==> src/rtl/alf_pkg.sv <==
// alf_pkg: shared types and constants for the actuator lease failsafe
// used by every module of the block and by the checker; no dependencies
package alf_pkg;

  localparam int          SLOT_COUNT_DEF  = 10;
  localparam logic [31:0] LEASE_LIMIT_RST = 32'd10000;
  localparam logic [31:0] SEQ_RST         = 32'd1;

  localparam logic [2:0] OP_SET_OUTPUT = 3'd0;
  localparam logic [2:0] OP_HEARTBEAT  = 3'd1;
  localparam logic [2:0] OP_NETWORK_OFF = 3'd2;
  localparam logic [2:0] OP_OTA_OFF    = 3'd3;
  localparam logic [2:0] OP_IDLE       = 3'd4;

  typedef enum logic [2:0] {
    RSN_READY      = 3'd0,
    RSN_COMMAND    = 3'd1,
    RSN_HEARTBEAT  = 3'd2,
    RSN_NET_OFF    = 3'd3,
    RSN_OTA_OFF    = 3'd4,
    RSN_LEASE_LOST = 3'd5
  } reason_t;

  typedef struct packed {
    logic [2:0]         op;
    logic [31:0]        now_ms;
    logic [31:0]        created_ms;
    logic [31:0]        ttl_ms;
    logic [7:0]         target_index;
    logic signed [15:0] set_value;
    logic               apply_ok;
  } in_item_t;

  typedef struct packed {
    logic [3:0]         slot_index;
    logic signed [15:0] slot_value;
    logic               all_outputs_off;
    logic               lease_active_out;
    logic [31:0]        snapshot_sequence;
    reason_t            reason_code;
    logic               end_of_snapshot;
    logic               end_of_item;
  } out_item_t;

  typedef struct packed {
    logic        all_off;
    logic        lease;
    logic [31:0] seq;
    reason_t     reason;
    logic        twice;
  } snap_ctl_t;

endpackage

==> src/rtl/alf_core.sv <==
// alf_core: input register, lease and slot state, snapshot launch
// depends on alf_pkg
module alf_core import alf_pkg::*; #(
  parameter int SLOT_COUNT = SLOT_COUNT_DEF
) (
  input  logic                        clk,
  input  logic                        rst_n,
  input  logic                        in_valid,
  output logic                        in_stall,
  input  in_item_t                    in_item,
  input  logic                        cfg_we,
  input  logic [31:0]                 cfg_wdata,
  input  logic                        emit_free,
  output logic                        launch,
  output snap_ctl_t                   snap_ctl,
  output logic [SLOT_COUNT-1:0][15:0] snap_slots
);

  logic                        in_valid_r, in_valid_nxt;
  in_item_t                    in_item_r;
  logic [SLOT_COUNT-1:0][15:0] slot_r, slot_nxt;
  logic                        lease_r, lease_nxt;
  logic [31:0]                 last_act_r, last_act_nxt;
  reason_t                     reason_r, reason_nxt;
  logic [31:0]                 seq_r, seq_nxt;
  logic [31:0]                 limit_r;

  logic        accept;
  logic [31:0] age;
  logic [31:0] quiet;
  logic        fresh, do_set, do_hb, do_off, expired;

  assign launch   = in_valid_r && emit_free;
  assign in_stall = in_valid_r && !launch;
  assign accept   = in_valid && !in_stall;
  assign in_valid_nxt = accept || (in_valid_r && !launch);

  assign age   = in_item_r.now_ms - in_item_r.created_ms;
  assign quiet = in_item_r.now_ms - last_act_r;
  assign fresh = (in_item_r.op <= OP_OTA_OFF) && (age <= in_item_r.ttl_ms);
  assign do_set = fresh && (in_item_r.op == OP_SET_OUTPUT) && in_item_r.apply_ok
                  && ({1'b0, in_item_r.target_index} < 9'(SLOT_COUNT));
  assign do_hb  = fresh && (in_item_r.op == OP_HEARTBEAT);
  assign do_off = fresh && ((in_item_r.op == OP_NETWORK_OFF) ||
                            (in_item_r.op == OP_OTA_OFF));
  assign expired = lease_r && !do_set && !do_hb && !do_off && (quiet > limit_r);

  always_comb begin
    slot_nxt     = slot_r;
    lease_nxt    = lease_r;
    last_act_nxt = last_act_r;
    reason_nxt   = reason_r;
    if (do_set) begin
      for (int i = 0; i < SLOT_COUNT; i++) begin
        if (in_item_r.target_index == 8'(i)) begin
          slot_nxt[i] = in_item_r.set_value;
        end
      end
      lease_nxt    = 1'b1;
      last_act_nxt = in_item_r.now_ms;
      reason_nxt   = RSN_COMMAND;
    end else if (do_hb) begin
      lease_nxt    = 1'b1;
      last_act_nxt = in_item_r.now_ms;
      reason_nxt   = RSN_HEARTBEAT;
    end else if (do_off) begin
      slot_nxt   = '0;
      lease_nxt  = 1'b0;
      reason_nxt = (in_item_r.op == OP_NETWORK_OFF) ? RSN_NET_OFF : RSN_OTA_OFF;
    end else if (expired) begin
      slot_nxt   = '0;
      lease_nxt  = 1'b0;
      reason_nxt = RSN_LEASE_LOST;
    end
    seq_nxt = seq_r + (do_off ? 32'd2 : 32'd1);
  end

  always_comb begin
    snap_ctl.all_off = ~|slot_nxt;
    snap_ctl.lease   = lease_nxt;
    snap_ctl.seq     = seq_r + 32'd1;
    snap_ctl.reason  = reason_nxt;
    snap_ctl.twice   = do_off;
    snap_slots       = slot_nxt;
  end

  always_ff @(posedge clk) begin
    if (!rst_n) begin
      in_valid_r <= 1'b0;
      slot_r     <= '0;
      lease_r    <= 1'b0;
      last_act_r <= '0;
      reason_r   <= RSN_READY;
      seq_r      <= SEQ_RST;
      limit_r    <= LEASE_LIMIT_RST;
    end else begin
      in_valid_r <= in_valid_nxt;
      if (launch) begin
        slot_r     <= slot_nxt;
        lease_r    <= lease_nxt;
        last_act_r <= last_act_nxt;
        reason_r   <= reason_nxt;
        seq_r      <= seq_nxt;
      end
      if (cfg_we) begin
        limit_r <= cfg_wdata;
      end
    end
  end

  always_ff @(posedge clk) begin
    if (accept) begin
      in_item_r <= in_item;
    end
  end

endmodule

==> src/rtl/alf_emit.sv <==
// alf_emit: snapshot copy, slot walker and output register
// depends on alf_pkg
module alf_emit import alf_pkg::*; #(
  parameter int SLOT_COUNT = SLOT_COUNT_DEF,
  parameter int IDX_W      = 4
) (
  input  logic                        clk,
  input  logic                        rst_n,
  input  logic                        launch,
  input  snap_ctl_t                   snap_ctl,
  input  logic [SLOT_COUNT-1:0][15:0] snap_slots,
  output logic                        emit_free,
  output logic                        out_valid,
  input  logic                        out_stall,
  output out_item_t                   out_item
);

  logic                        busy_r, busy_nxt;
  logic [IDX_W-1:0]            idx_r, idx_nxt;
  snap_ctl_t                   ctl_r, ctl_nxt;
  logic [SLOT_COUNT-1:0][15:0] slots_r;
  logic                        out_valid_r;
  out_item_t                   out_item_r, cur_item;
  logic                        out_load, adv, last;

  assign out_load  = !out_valid_r || !out_stall;
  assign adv       = busy_r && out_load;
  assign last      = (idx_r == IDX_W'(SLOT_COUNT - 1));
  assign emit_free = !busy_r || (adv && last && !ctl_r.twice);

  always_comb begin
    cur_item.slot_index        = 4'(idx_r);
    cur_item.slot_value        = slots_r[idx_r];
    cur_item.all_outputs_off   = ctl_r.all_off;
    cur_item.lease_active_out  = ctl_r.lease;
    cur_item.snapshot_sequence = ctl_r.seq;
    cur_item.reason_code       = ctl_r.reason;
    cur_item.end_of_snapshot   = last;
    cur_item.end_of_item       = last && !ctl_r.twice;
  end

  always_comb begin
    busy_nxt = busy_r;
    idx_nxt  = idx_r;
    ctl_nxt  = ctl_r;
    if (launch) begin
      busy_nxt = 1'b1;
      idx_nxt  = '0;
      ctl_nxt  = snap_ctl;
    end else if (adv) begin
      if (!last) begin
        idx_nxt = idx_r + 1'b1;
      end else if (ctl_r.twice) begin
        idx_nxt       = '0;
        ctl_nxt.twice = 1'b0;
        ctl_nxt.seq   = ctl_r.seq + 32'd1;
      end else begin
        busy_nxt = 1'b0;
      end
    end
  end

  always_ff @(posedge clk) begin
    if (!rst_n) begin
      busy_r      <= 1'b0;
      out_valid_r <= 1'b0;
    end else begin
      busy_r <= busy_nxt;
      if (out_load) begin
        out_valid_r <= busy_r;
      end
    end
  end

  always_ff @(posedge clk) begin
    idx_r <= idx_nxt;
    ctl_r <= ctl_nxt;
    if (launch) begin
      slots_r <= snap_slots;
    end
    if (out_load) begin
      out_item_r <= cur_item;
    end
  end

  assign out_valid = out_valid_r;
  assign out_item  = out_item_r;

endmodule

==> src/rtl/actuator_lease_failsafe.sv <==
// actuator_lease_failsafe: top level, joins the state core and the slot walker
// depends on alf_pkg, alf_core, alf_emit
// path: an item passes the input register, the walker's snapshot copy and the output
//   register; network or ota off sends two snapshots, others one; the walker sends one
//   slot result per cycle unless out stalls and takes the next item with the last slot
// reset: slots zero, lease dropped, reason ready, counter 1, limit 10000 ms
module actuator_lease_failsafe import alf_pkg::*; #(
  parameter int SLOT_COUNT = SLOT_COUNT_DEF
) (
  input  logic        clk,
  input  logic        rst_n,
  input  logic        in_valid,
  output logic        in_stall,
  input  in_item_t    in_item,
  output logic        out_valid,
  input  logic        out_stall,
  output out_item_t   out_item,
  input  logic        cfg_we,
  input  logic [31:0] cfg_wdata
);

  localparam int IDX_W = (SLOT_COUNT > 1) ? $clog2(SLOT_COUNT) : 1;

  logic                        emit_free;
  logic                        launch;
  snap_ctl_t                   snap_ctl;
  logic [SLOT_COUNT-1:0][15:0] snap_slots;

  alf_core #(
    .SLOT_COUNT(SLOT_COUNT)
  ) u_core (
    .clk       (clk),
    .rst_n     (rst_n),
    .in_valid  (in_valid),
    .in_stall  (in_stall),
    .in_item   (in_item),
    .cfg_we    (cfg_we),
    .cfg_wdata (cfg_wdata),
    .emit_free (emit_free),
    .launch    (launch),
    .snap_ctl  (snap_ctl),
    .snap_slots(snap_slots)
  );

  alf_emit #(
    .SLOT_COUNT(SLOT_COUNT),
    .IDX_W     (IDX_W)
  ) u_emit (
    .clk       (clk),
    .rst_n     (rst_n),
    .launch    (launch),
    .snap_ctl  (snap_ctl),
    .snap_slots(snap_slots),
    .emit_free (emit_free),
    .out_valid (out_valid),
    .out_stall (out_stall),
    .out_item  (out_item)
  );

endmodule

==> config.mk <==
export PLATFORM = sky130hd
export DESIGN_NAME = actuator_lease_failsafe
export DESIGN_NICKNAME = d
export VERILOG_FILES = /design/src/rtl/alf_pkg.sv /design/src/rtl/alf_core.sv /design/src/rtl/alf_emit.sv /design/src/rtl/actuator_lease_failsafe.sv
export SDC_FILE = /design/constraint.sdc
export NUM_CORES = 1
export LEC_CHECK = 0
export ABC_AREA = 1
export BUFFER_PORTS_ARGS = -buffer_cell sky130_fd_sc_hd__buf_2
export CAP_MARGIN = 20
export CORE_MARGIN = 10
export CORE_UTILIZATION = 49
export DETAILED_ROUTE_END_ITERATION = 6
export PLACE_DENSITY = 0.7
export SLEW_MARGIN = 15
export SYNTH_ARGS = -nofsm -noshare
export SYNTH_HDL_FRONTEND = slang
export SYNTH_SLANG_ARGS = --single-unit
==> constraint.sdc <==
create_clock -name clk -period 7.45 [get_ports clk]
set_input_delay 0.745 -clock clk [delete_from_list [all_inputs] [get_ports clk]]
set_output_delay 0.745 -clock clk [all_outputs]
set_load 0.005 [all_outputs]
# After elaboration in Yosys (flattened, before gate mapping)
# Cells that the tools add are included.
[totals]
regBits = 648
latch_bits = 0
ram_bits = 0
romBits = 0
input_bits = 161
output_inout_bits = 61
word_cells = 159
n_memories = 0
[classes]
add_sub_neg = 6
n_mul = 0
div = 0
magnitude_cmp = 5
n_eq_ne = 15
n_shift = 0
n_mux = 41
bitwise_logic = 0
reduce_logical = 43
[ops]
columns = ["op", "n"]
rows = [
  ["2-to-1 mux 160 bit", 4],
  ["2-to-1 mux 32 bit", 6],
  ["2-to-1 mux 16 bit", 11],
  ["OR reduction 160 bit", 1],
  ["adder 32 x 1 -> 32 bit, second input constant", 2],
  ["binary-select mux 16 bit (select 4 bit)", 1],
  ["subtractor 32 bit", 2],
  ["adder 32 bit", 1],
  ["equality test 8 x 3 -> 1 bit, second input constant", 4],
  ["greater-than comparator 32 bit", 1],
  ["less-or-equal comparator 32 bit", 1],
  ["logical AND 1 bit", 17],
  ["equality test 8 x 2 -> 1 bit, second input constant", 2],
  ["equality test 8 x 4 -> 1 bit, second input constant", 2],
  ["2-to-1 mux 3 bit", 5],
  ["2-to-1 mux 1 bit", 11],
  ["zero test 1 bit", 10],
  ["equality test 8 x 1 -> 1 bit, second input constant", 1],
  ["zero test 8 bit", 1],
  ["< comparator 8 x 4 -> 1 bit, second input constant", 1],
  ["2-to-1 mux 4 bit", 2],
  ["nonzero test 2 bit", 4],
  ["equality test 3 x 2 -> 1 bit, second input constant", 2],
  ["AND reduction 2 bit", 3],
  ["other kinds (11)", 15],
]

# Longest topological paths before layout
# Gate-level depths: netlist of run 1.
[logic_depth]
ltp_word = 17
depth_mapped = 42
depth_no_buf = 40

# Modules after synthesis
# From an unflattened synthesis of run 1, not the netlist that was laid out.
[hier_totals]
hier_cells = 4445
area_unflattened_um2 = 35038.6
[by_module_without_submodules]
columns = ["mod", "instances", "cells_per_inst", "area_each_um2", "seq_area_each_um2"]
rows = [
  ["alf_core", 1, 3540, 24181.9, 8948.6],
  ["alf_emit", 1, 905, 10856.7, 7837.5],
]

# Worst setup path before layout of run 1
# Ideal clock, no wire load.
[synth_path]
kind = "register to register"
from = "reg u_core.in_item_r[57] in the netlist's numbering"
to = "reg u_core.seq_r[28]"
setup_ns = 0.125
arrival_time_ns = 6.033
t_required_ns = 7.325
setup_slack_ns = 1.292
stages_incl_launch_ff = 42
path_buffers = 2
synth_period_minus_slack_ns = 6.158
cell_sequence = "edfxtp_1 ha_1 fa_1 nand3b_1 nand2_1 a21oi_1 o21ai_1 a21boi_0 o21ai_0 a21oi_1 o21bai_1 a21boi_1 o21ai_0 nand2_1 nand2_1 xor2_1 ha_1 nand2_1 [6 not listed] nand3_2 clkbuf_1 clkbuf_1 ha_1 fa_1 inv_1 nor3_1 inv_1 nor2_1 nand4_1 nor3_1 inv_1 nor2_1 inv_1 nor2_1 nand2_1 nor2_1 a31oi_1"
[synth_via]
elab_chain_len = 6
[synth_rtl]
columns = ["item", "line", "source"]
rows = [
  ["start, declared", "alf_core.sv:20", "in_item_t in_item_r;"],
  ["start signal, assigned", "alf_core.sv:113", "in_item_r <= in_item;"],
  ["subtractor 32 bit", "alf_core.sv:38", "assign age = in_item_r.now_ms - in_item_r.created_ms;"],
  ["less-or-equal comparator 32 bit", "alf_core.sv:40", "assign fresh = (in_item_r.op <= OP_OTA_OFF) && (age <= in_item_r.ttl_ms);"],
  ["logical AND 1 bit", "alf_core.sv:40", ""],
  ["logical AND 1 bit", "alf_core.sv:44", "assign do_off = fresh && ((in_item_r.op == OP_NETWORK_OFF) ||"],
  ["2-to-1 mux 2 bit", "alf_core.sv:75", "seq_nxt = seq_r + (do_off ? 32'd2 : 32'd1);"],
  ["adder 32 bit", "alf_core.sv:75", ""],
  ["end signal, assigned", "alf_core.sv:103", "seq_r <= seq_nxt;"],
  ["end, declared", "alf_core.sv:25", "logic [31:0] seq_r, seq_nxt;"],
]
# No other way between the ends.
# A chain may end at the register's enable or synchronous reset.

==> results of run 1 <==
-- worst max-delay path, delay by kind of cell (launching register included) --
| family | cells | cell delay (ns) |
|---|---|---|
| xor+xnor | 1 | 0.15 |
| buf+inv | 3 | 0.63 |
| fa+ha+maj | 3 | 0.85 |
| flops | 1 | 0.34 |
| simple gates | 18 | 2.52 |
| compound gates | 11 | 1.94 |
-- final cells by class --
type                    count  area share [%]
flip-flops and latches    648            43.9
clock buffers             104            5.28
multi-input cells        2830            38.0
well taps                 931            3.05
diodes                      6          0.0393
inverters                 492            4.87
clock inverters            28           0.904
repair buffers            260            3.93
-- Yosys cell counts (13+ instances only) --
cell / count / area [µm²]
or2_2: 13 / 81.3
a221oi_1: 26 / 228
nand4_1: 22 / 138
nand2_1: 887 / 3330
a31o_2: 16 / 140
buf_2: 19 / 95.1
a21oi_1: 226 / 1130
xnor2_1: 28 / 245
inv_1: 477 / 1790
nor2_1: 554 / 2080
dfxtp_1: 267 / 5350
buf_1: 25 / 93.8
xor2_1: 66 / 578
clkbuf_1: 152 / 571
o21ai_0: 599 / 3000
nand3b_1: 66 / 495
edfxtp_1: 381 / 11400
o21ai_1: 13 / 65.1
nor3_1: 32 / 160
nand3_1: 49 / 245
ha_1: 129 / 1610
-- worst max-delay path by stage --
stage	slack, ns	start	endpoint	cells past startpoint
final	0.85	u_core.in_item_r[89]$_DFFE_PP_	u_emit.ctl_r[37]$_DFFE_PP_	36
after global routing	0.07	u_core.in_item_r[89]$_DFFE_PP_	u_core.seq_r[26]$_SDFFE_PN0P_	40
after CTS	0.84	u_core.in_item_r[89]$_DFFE_PP_	u_emit.ctl_r[37]$_DFFE_PP_	36
after detailed placement	0.87	u_core.in_item_r[89]$_DFFE_PP_	u_emit.ctl_r[37]$_DFFE_PP_	36
after global placement	0.91	u_core.in_item_r[89]$_DFFE_PP_	u_emit.ctl_r[37]$_DFFE_PP_	36
after floorplan	1.29	u_core.in_item_r[57]$_DFFE_PP_	u_core.seq_r[28]$_SDFFE_PN0P_	41
-- sequential cells by signal (all words and copies together) (netlist names) --
| register | count |
|---|---|
| u_core.in_item_r | 124 |
| u_core.limit_r | 32 |
| u_emit.slots_r | 160 |
| u_core.in_valid_r | 1 |
| u_core.last_act_r | 32 |
| u_core.seq_r | 32 |
| u_emit.out_valid | 1 |
| u_core.reason_r | 3 |
| u_core.lease_r | 1 |
| u_emit.idx_r | 4 |
| u_core.slot_r | 160 |
| u_emit.busy_r | 1 |
| u_emit.out_item | 59 |
| u_emit.ctl_r | 38 |
-- cells in the final DEF, fill, tap and decap left out, types with 6 or more instances in the layout --
| cell | n |
|---|---|
| a21boi_1 | 7 |
| a21oi_1 | 226 |
| a221oi_1 | 26 |
| a31o_2 | 16 |
| a31oi_1 | 7 |
| buf_12 | 7 |
| buf_2 | 221 |
| buf_4 | 30 |
| bufinv_16 | 6 |
| clkbuf_1 | 26 |
| clkbuf_16 | 75 |
| clkinv_1 | 7 |
| clkinv_2 | 9 |
| dfxtp_1 | 266 |
| diode_2 | 6 |
| edfxtp_1 | 381 |
| ha_1 | 129 |
| inv_1 | 475 |
| inv_2 | 10 |
| nand2_1 | 884 |
| nand3_1 | 47 |
| nand3b_1 | 66 |
| nand4_1 | 22 |
| nor2_1 | 553 |
| nor2_2 | 6 |
| nor2_4 | 6 |
| nor3_1 | 32 |
| o2111ai_1 | 7 |
| o21a_1 | 9 |
| o21ai_0 | 599 |
| o21ai_1 | 13 |
| o21bai_1 | 10 |
| or2_2 | 13 |
| xnor2_1 | 28 |
| xor2_1 | 66 |
-- layer usage --
layer  vias to the layer above  share of wire [%]  GRT usage, %
met5                         -              0.063             0
met4                         8                4.4          10.1
met3                       199                6.8          3.60
met2                      1009                 46          36.0
met1                     13071                 43          29.8
li1                      14052                  -             -
-- through the flow --
stage          total power, mW  hold WS [ns]  cell area, µm²
6_report                  9.48         0.296           38200
5_1_grt                   9.89         0.278           38200
2_1_floorplan             5.35         0.400           33900
3_3_place_gp              5.90         0.404           35800
3_5_place_dp              5.93         0.413           35800
4_1_cts                   9.52         0.272           38200
-- power groups by stage --
stage / registers (mW) / clock network, mW / logic (mW)
2_1_floorplan: 4.27 / 0 / 1.08
3_3_place_gp: 4.28 / 0 / 1.62
3_5_place_dp: 4.29 / 0 / 1.65
4_1_cts: 4.21 / 3.65 / 1.66
5_1_grt: 4.24 / 3.78 / 1.87
6_report: 4.22 / 3.60 / 1.67
-- kinds of logic (layout without fill, tap and decap cells) --
group	Yosys count	in the layout	share of synthesized area, %
buf+inv	695	884	7.89
flops	648	648	49.5
compound gates	941	941	14.9
mux	3	3	0.0886
fa+ha+maj	132	132	4.94
other cells	0	6	0
simple gates	1660	1660	20.3
xor+xnor	94	94	2.43
==> impl_metrics.ini, run 1 <==
[outcome]
status = completed

[grt]
track_usage_pct = 22.5
antenna_found_initial = 10
gr-total-overflow = 0
grt_max_degree = 208
grt_pass1_wl_um = 147000
grt_pass1_vias = 26324

[clock_network]
path_clk_slew_ns = 0.06
numCtsBuffers = 72
cts_sinks = 648
clock-root-buffer = clkbuf_16
clkLatencyLatePin_ns = 0.63
tritoncts = yes
h-tree-depth = 3
ctsHoldBuffers = 0
ctsLongestPathBuffers = 3
post-cts-setup-buffers = 0
ctsResizeCount = 0

[drt]
vias_per_cell = 5.35
routed_wl_um = 93500
drc = 0
postRouteAntennaNets = 0
dr.pass1.iters = 6
drtIter0Drc = 3053
drt-wirelength-per-cell_um = 17.6
vias = 28339

[worst_hold_path]
worst_hold_path.num_cells = 1
min_from = in_item[122]
hold_path_class = in2reg
holdPathEnd = u_core.in_item_r[122]$_DFFE_PP_

[timing]
maxSlewViolCount = 0
tns_ns = 0
period_minus_slack_ns = 6.60
hold_viol = 0
rsz0062_at_grt = false
clock.fmax_ghz = 0.151
slew_headroom_pct = 14.4
final.setup.worst_slack_ns = 0.847
fin_skew_ns = 0.0220
post-route-period-util_pct = 88.6
worstMarginPinSlew_ns = 1.28
setup_viol = 0

[setup_path]
regToRegSetupSlack_ns = 0.85
crit_top_cell = nand2_1
crit_fanout = 32
path_class = reg2reg
r2r_start = u_core.in_item_r[89]$_DFFE_PP_
max_stage_delay_ns = 0.49
rr_worst_depth = 36
startpoint_type = flip-flop
worstPathRequired_ns = 7.93
crit_path_end_kind = flip-flop
slowest_stage = nand3_4
timing.rr.end = u_emit.ctl_r[37]$_DFFE_PP_
crit_arrival_ns = 7.08

[cells_and_area]
multi_input_area_um2 = 14500
drive_gt1_share_pct = 10.2
fin_nets = 4597
syn_to_final_growth_pct = 12.6
final_cell_count_no_fill = 5299
utilization_pct = 55.7
n_fill_cell = 6254
regArea_um2 = 16800

[placed_design]
dp_cells = 5159
dpl_worst_slack_ns = 0.866
hpwl_um = 61400
place.gp.congestion = 0.910
port_buffers = 221

[synthesis]
avgSynthCellArea_um2 = 8.13
async_reset_ff_share_pct = 0
synth_nets = 4466
synth-edff-count = 381
ys_types = 57
syn_inst = 4173
ys_ff_latch = 648
synthesis.area_um2 = 33900
synth_seq_area_share_pct = 49.5
synthFlopType = edfxtp_1
ys_warn_count = 0

[pwr]
power_density_nw_per_um2 = 248
clkPwrFrac_pct = 37.9
swShare_pct = 28.7
power.switching_mw = 2.72
combPwrFrac_pct = 17.6
p_int_mw = 6.76
p_leak_nw = 16.5
peakVddDrop_mv = 0.213
seq_power_share_pct = 44.5

[floorplan]
rows = 96
io-pin-count = 222
initial_core_util_pct = 49.4
dieArea_um2 = 80100
core_area_um2 = 68600
die_w_um = 283
die_h_um = 283

[run]
drv_cap = 0
Note: power is estimated with default switching activity, not from simulation.
==> run 2: changes to the inputs <==
==> constraint.sdc (replaced) <==
create_clock -name clk -period 7.1 [get_ports clk]
set_input_delay 0.71 -clock clk [delete_from_list [all_inputs] [get_ports clk]]
set_output_delay 0.71 -clock clk [all_outputs]
set_load 0.005 [all_outputs]
==> impl_metrics.ini, run 2 (synthesis results as in run 1) <==
[timing]
slew_headroom_pct = 24.5
fin_skew_ns = 0.0325
rsz0062_at_grt = false
setup_viol = 0
post-route-period-util_pct = 90.6
tns_ns = 0
hold_viol = 0
clock.fmax_ghz = 0.155
maxSlewViolCount = 0
period_minus_slack_ns = 6.43
worstMarginPinSlew_ns = 1.13

[cells_and_area]
final_cell_count_no_fill = 5304
syn_to_final_growth_pct = 13.1
n_fill_cell = 6174
fin_nets = 4602
reg.largest.list = u_core.slot_r (160), u_emit.slots_r (160), u_core.in_item_r (124)
final_common_cell = nand2_1
drive_gt1_share_pct = 10.6
layout_common_cells = 883 x nand2_1, 598 x o21ai_0, 553 x nor2_1

[pwr]
p_leak_nw = 16.6
finalPower_mw = 10.1
power_density_nw_per_um2 = 262
peakVddDrop_mv = 0.224

[clock_network]
path_clk_slew_ns = 0.06
cts_sinks = 648
clkLatencyLatePin_ns = 0.63
ctsLongestPathBuffers = 3
tritoncts = yes
clock-root-buffer = clkbuf_16
numCtsBuffers = 73
h-tree-depth = 3
post-cts-setup-buffers = 0

[drt]
drtIter0Drc = 3021
vias_per_cell = 5.40
drc = 0
routed_wl_um = 94600
drt-wirelength-per-cell_um = 17.8
vias = 28624
postRouteAntennaNets = 0
dr.pass1.iters = 6

[floorplan]
initial_core_util_pct = 49.4
dieArea_um2 = 80100
io-pin-count = 222
rows = 96
die_h_um = 283
core_area_um2 = 68600
die_w_um = 283

[setup_path]
startpoint_type = flip-flop
path_class = reg2reg
slowest_stage = fa_1
crit_top_cell = nand2_1
max_stage_delay_ns = 0.44
worstPathRequired_ns = 7.60
crit_path_end_kind = flip-flop
crit_arrival_ns = 6.93
crit_fanout = 82

[run]
drv_cap = 0

[placed_design]
port_buffers = 221
hpwl_um = 62500
dp_cells = 5163
place.gp.congestion = 0.904

[worst_hold_path]
hold_path_class = in2reg

[grt]
gr-total-overflow = 0
antenna_found_initial = 6
grt_max_degree = 143
grt_pass1_wl_um = 147000
track_usage_pct = 22.6
grt_pass1_vias = 26539

[outcome]
status = completed
==> run 2: cell count changes in the layout (fill, tap and decap cells not counted), moves of 3 or more <==
cell	previous run	this run
clkbuf_1	26	15
buf_4	30	35
clkinv_1	7	11
clkbuf_8	3	6
clkinv_4	0	3
==> run 2: repair_timing <==
action / in CTS / in global routing
endpoints found under the setup margin: 0 / 6
hold buffers: 0 / 0
resized for setup: 0 / 8
endpoints found under the hold margin: 0 / 0
==> run 2: worst paths after layout <==
path / start / end / slack [ns] / cells past startpoint
max: u_core.in_item_r[89]$_DFFE_PP_ / u_emit.ctl_r[37]$_DFFE_PP_ / 0.67 / 38
min: in_item[84] / u_core.in_item_r[84]$_DFFE_PP_ / 0.25 / 1
max reg2reg: u_core.in_item_r[89]$_DFFE_PP_ / u_emit.ctl_r[37]$_DFFE_PP_ / 0.67 / 38
min reg2reg: u_emit.ctl_r[2]$_DFFE_PP_ / u_emit.out_item[3]$_DFFE_PN_ / 0.42 / 0
==> run 2: metal layers <==
metal | global-route usage (%) | up-vias | wire [µm]
met5 | 0 | - | 34
met2 | 36.5 | 1145 | 43900
met1 | 30.0 | 13227 | 40000
li1 | - | 14044 | -
met3 | 3.11 | 204 | 6780
met4 | 10.2 | 4 | 3890
==> run 2: layout make-up <==
type	instances	area [µm²]	area share (%)
diodes	4	10.0	0.0261
inverters	492	1860	4.85
clock buffers	95	1990	5.19
clock inverters	40	463	1.21
flip-flops and latches	648	16800	43.8
well taps	931	1160	3.04
multi-input cells	2830	14500	37.9
repair buffers	264	1540	4.00
==> run 2: where the power goes <==
| group | internal, mW | switching, mW | leakage (nW) |
|---|---|---|---|
| sequential | 4.30 | 0.132 | 5.88 |
| clock | 2.29 | 1.59 | 1.19 |
| combinational | 0.590 | 1.16 | 9.52 |
| total | 7.18 | 2.89 | 16.6 |
==> run 2: metrics by stage <==
step / utilization, % / hold slack (ns) / setup WS, ns / instance area [µm²]
2_1_floorplan: - / 0.400 / 0.942 / 33900
3_3_place_gp: 52.2 / 0.407 / 0.665 / 35800
3_5_place_dp: 52.2 / 0.411 / 0.407 / 35800
4_1_cts: 55.8 / 0.227 / 0.382 / 38300
5_1_grt: 55.9 / 0.235 / 0.0830 / 38300
6_report: 55.9 / 0.253 / 0.666 / 38300
==> run 2: worst max-delay path, delay by kind of cell, from the launching register on <==
kind                     cells  cell delay [ns]
AO/OA/AOI/OAI               10             2.01
XOR/XNOR                     1             0.16
adder cells (fa/ha/maj)      3             0.89
buffers and inverters        6             0.82
flip-flops                   1             0.38
AND/OR/NAND/NOR             18             2.01
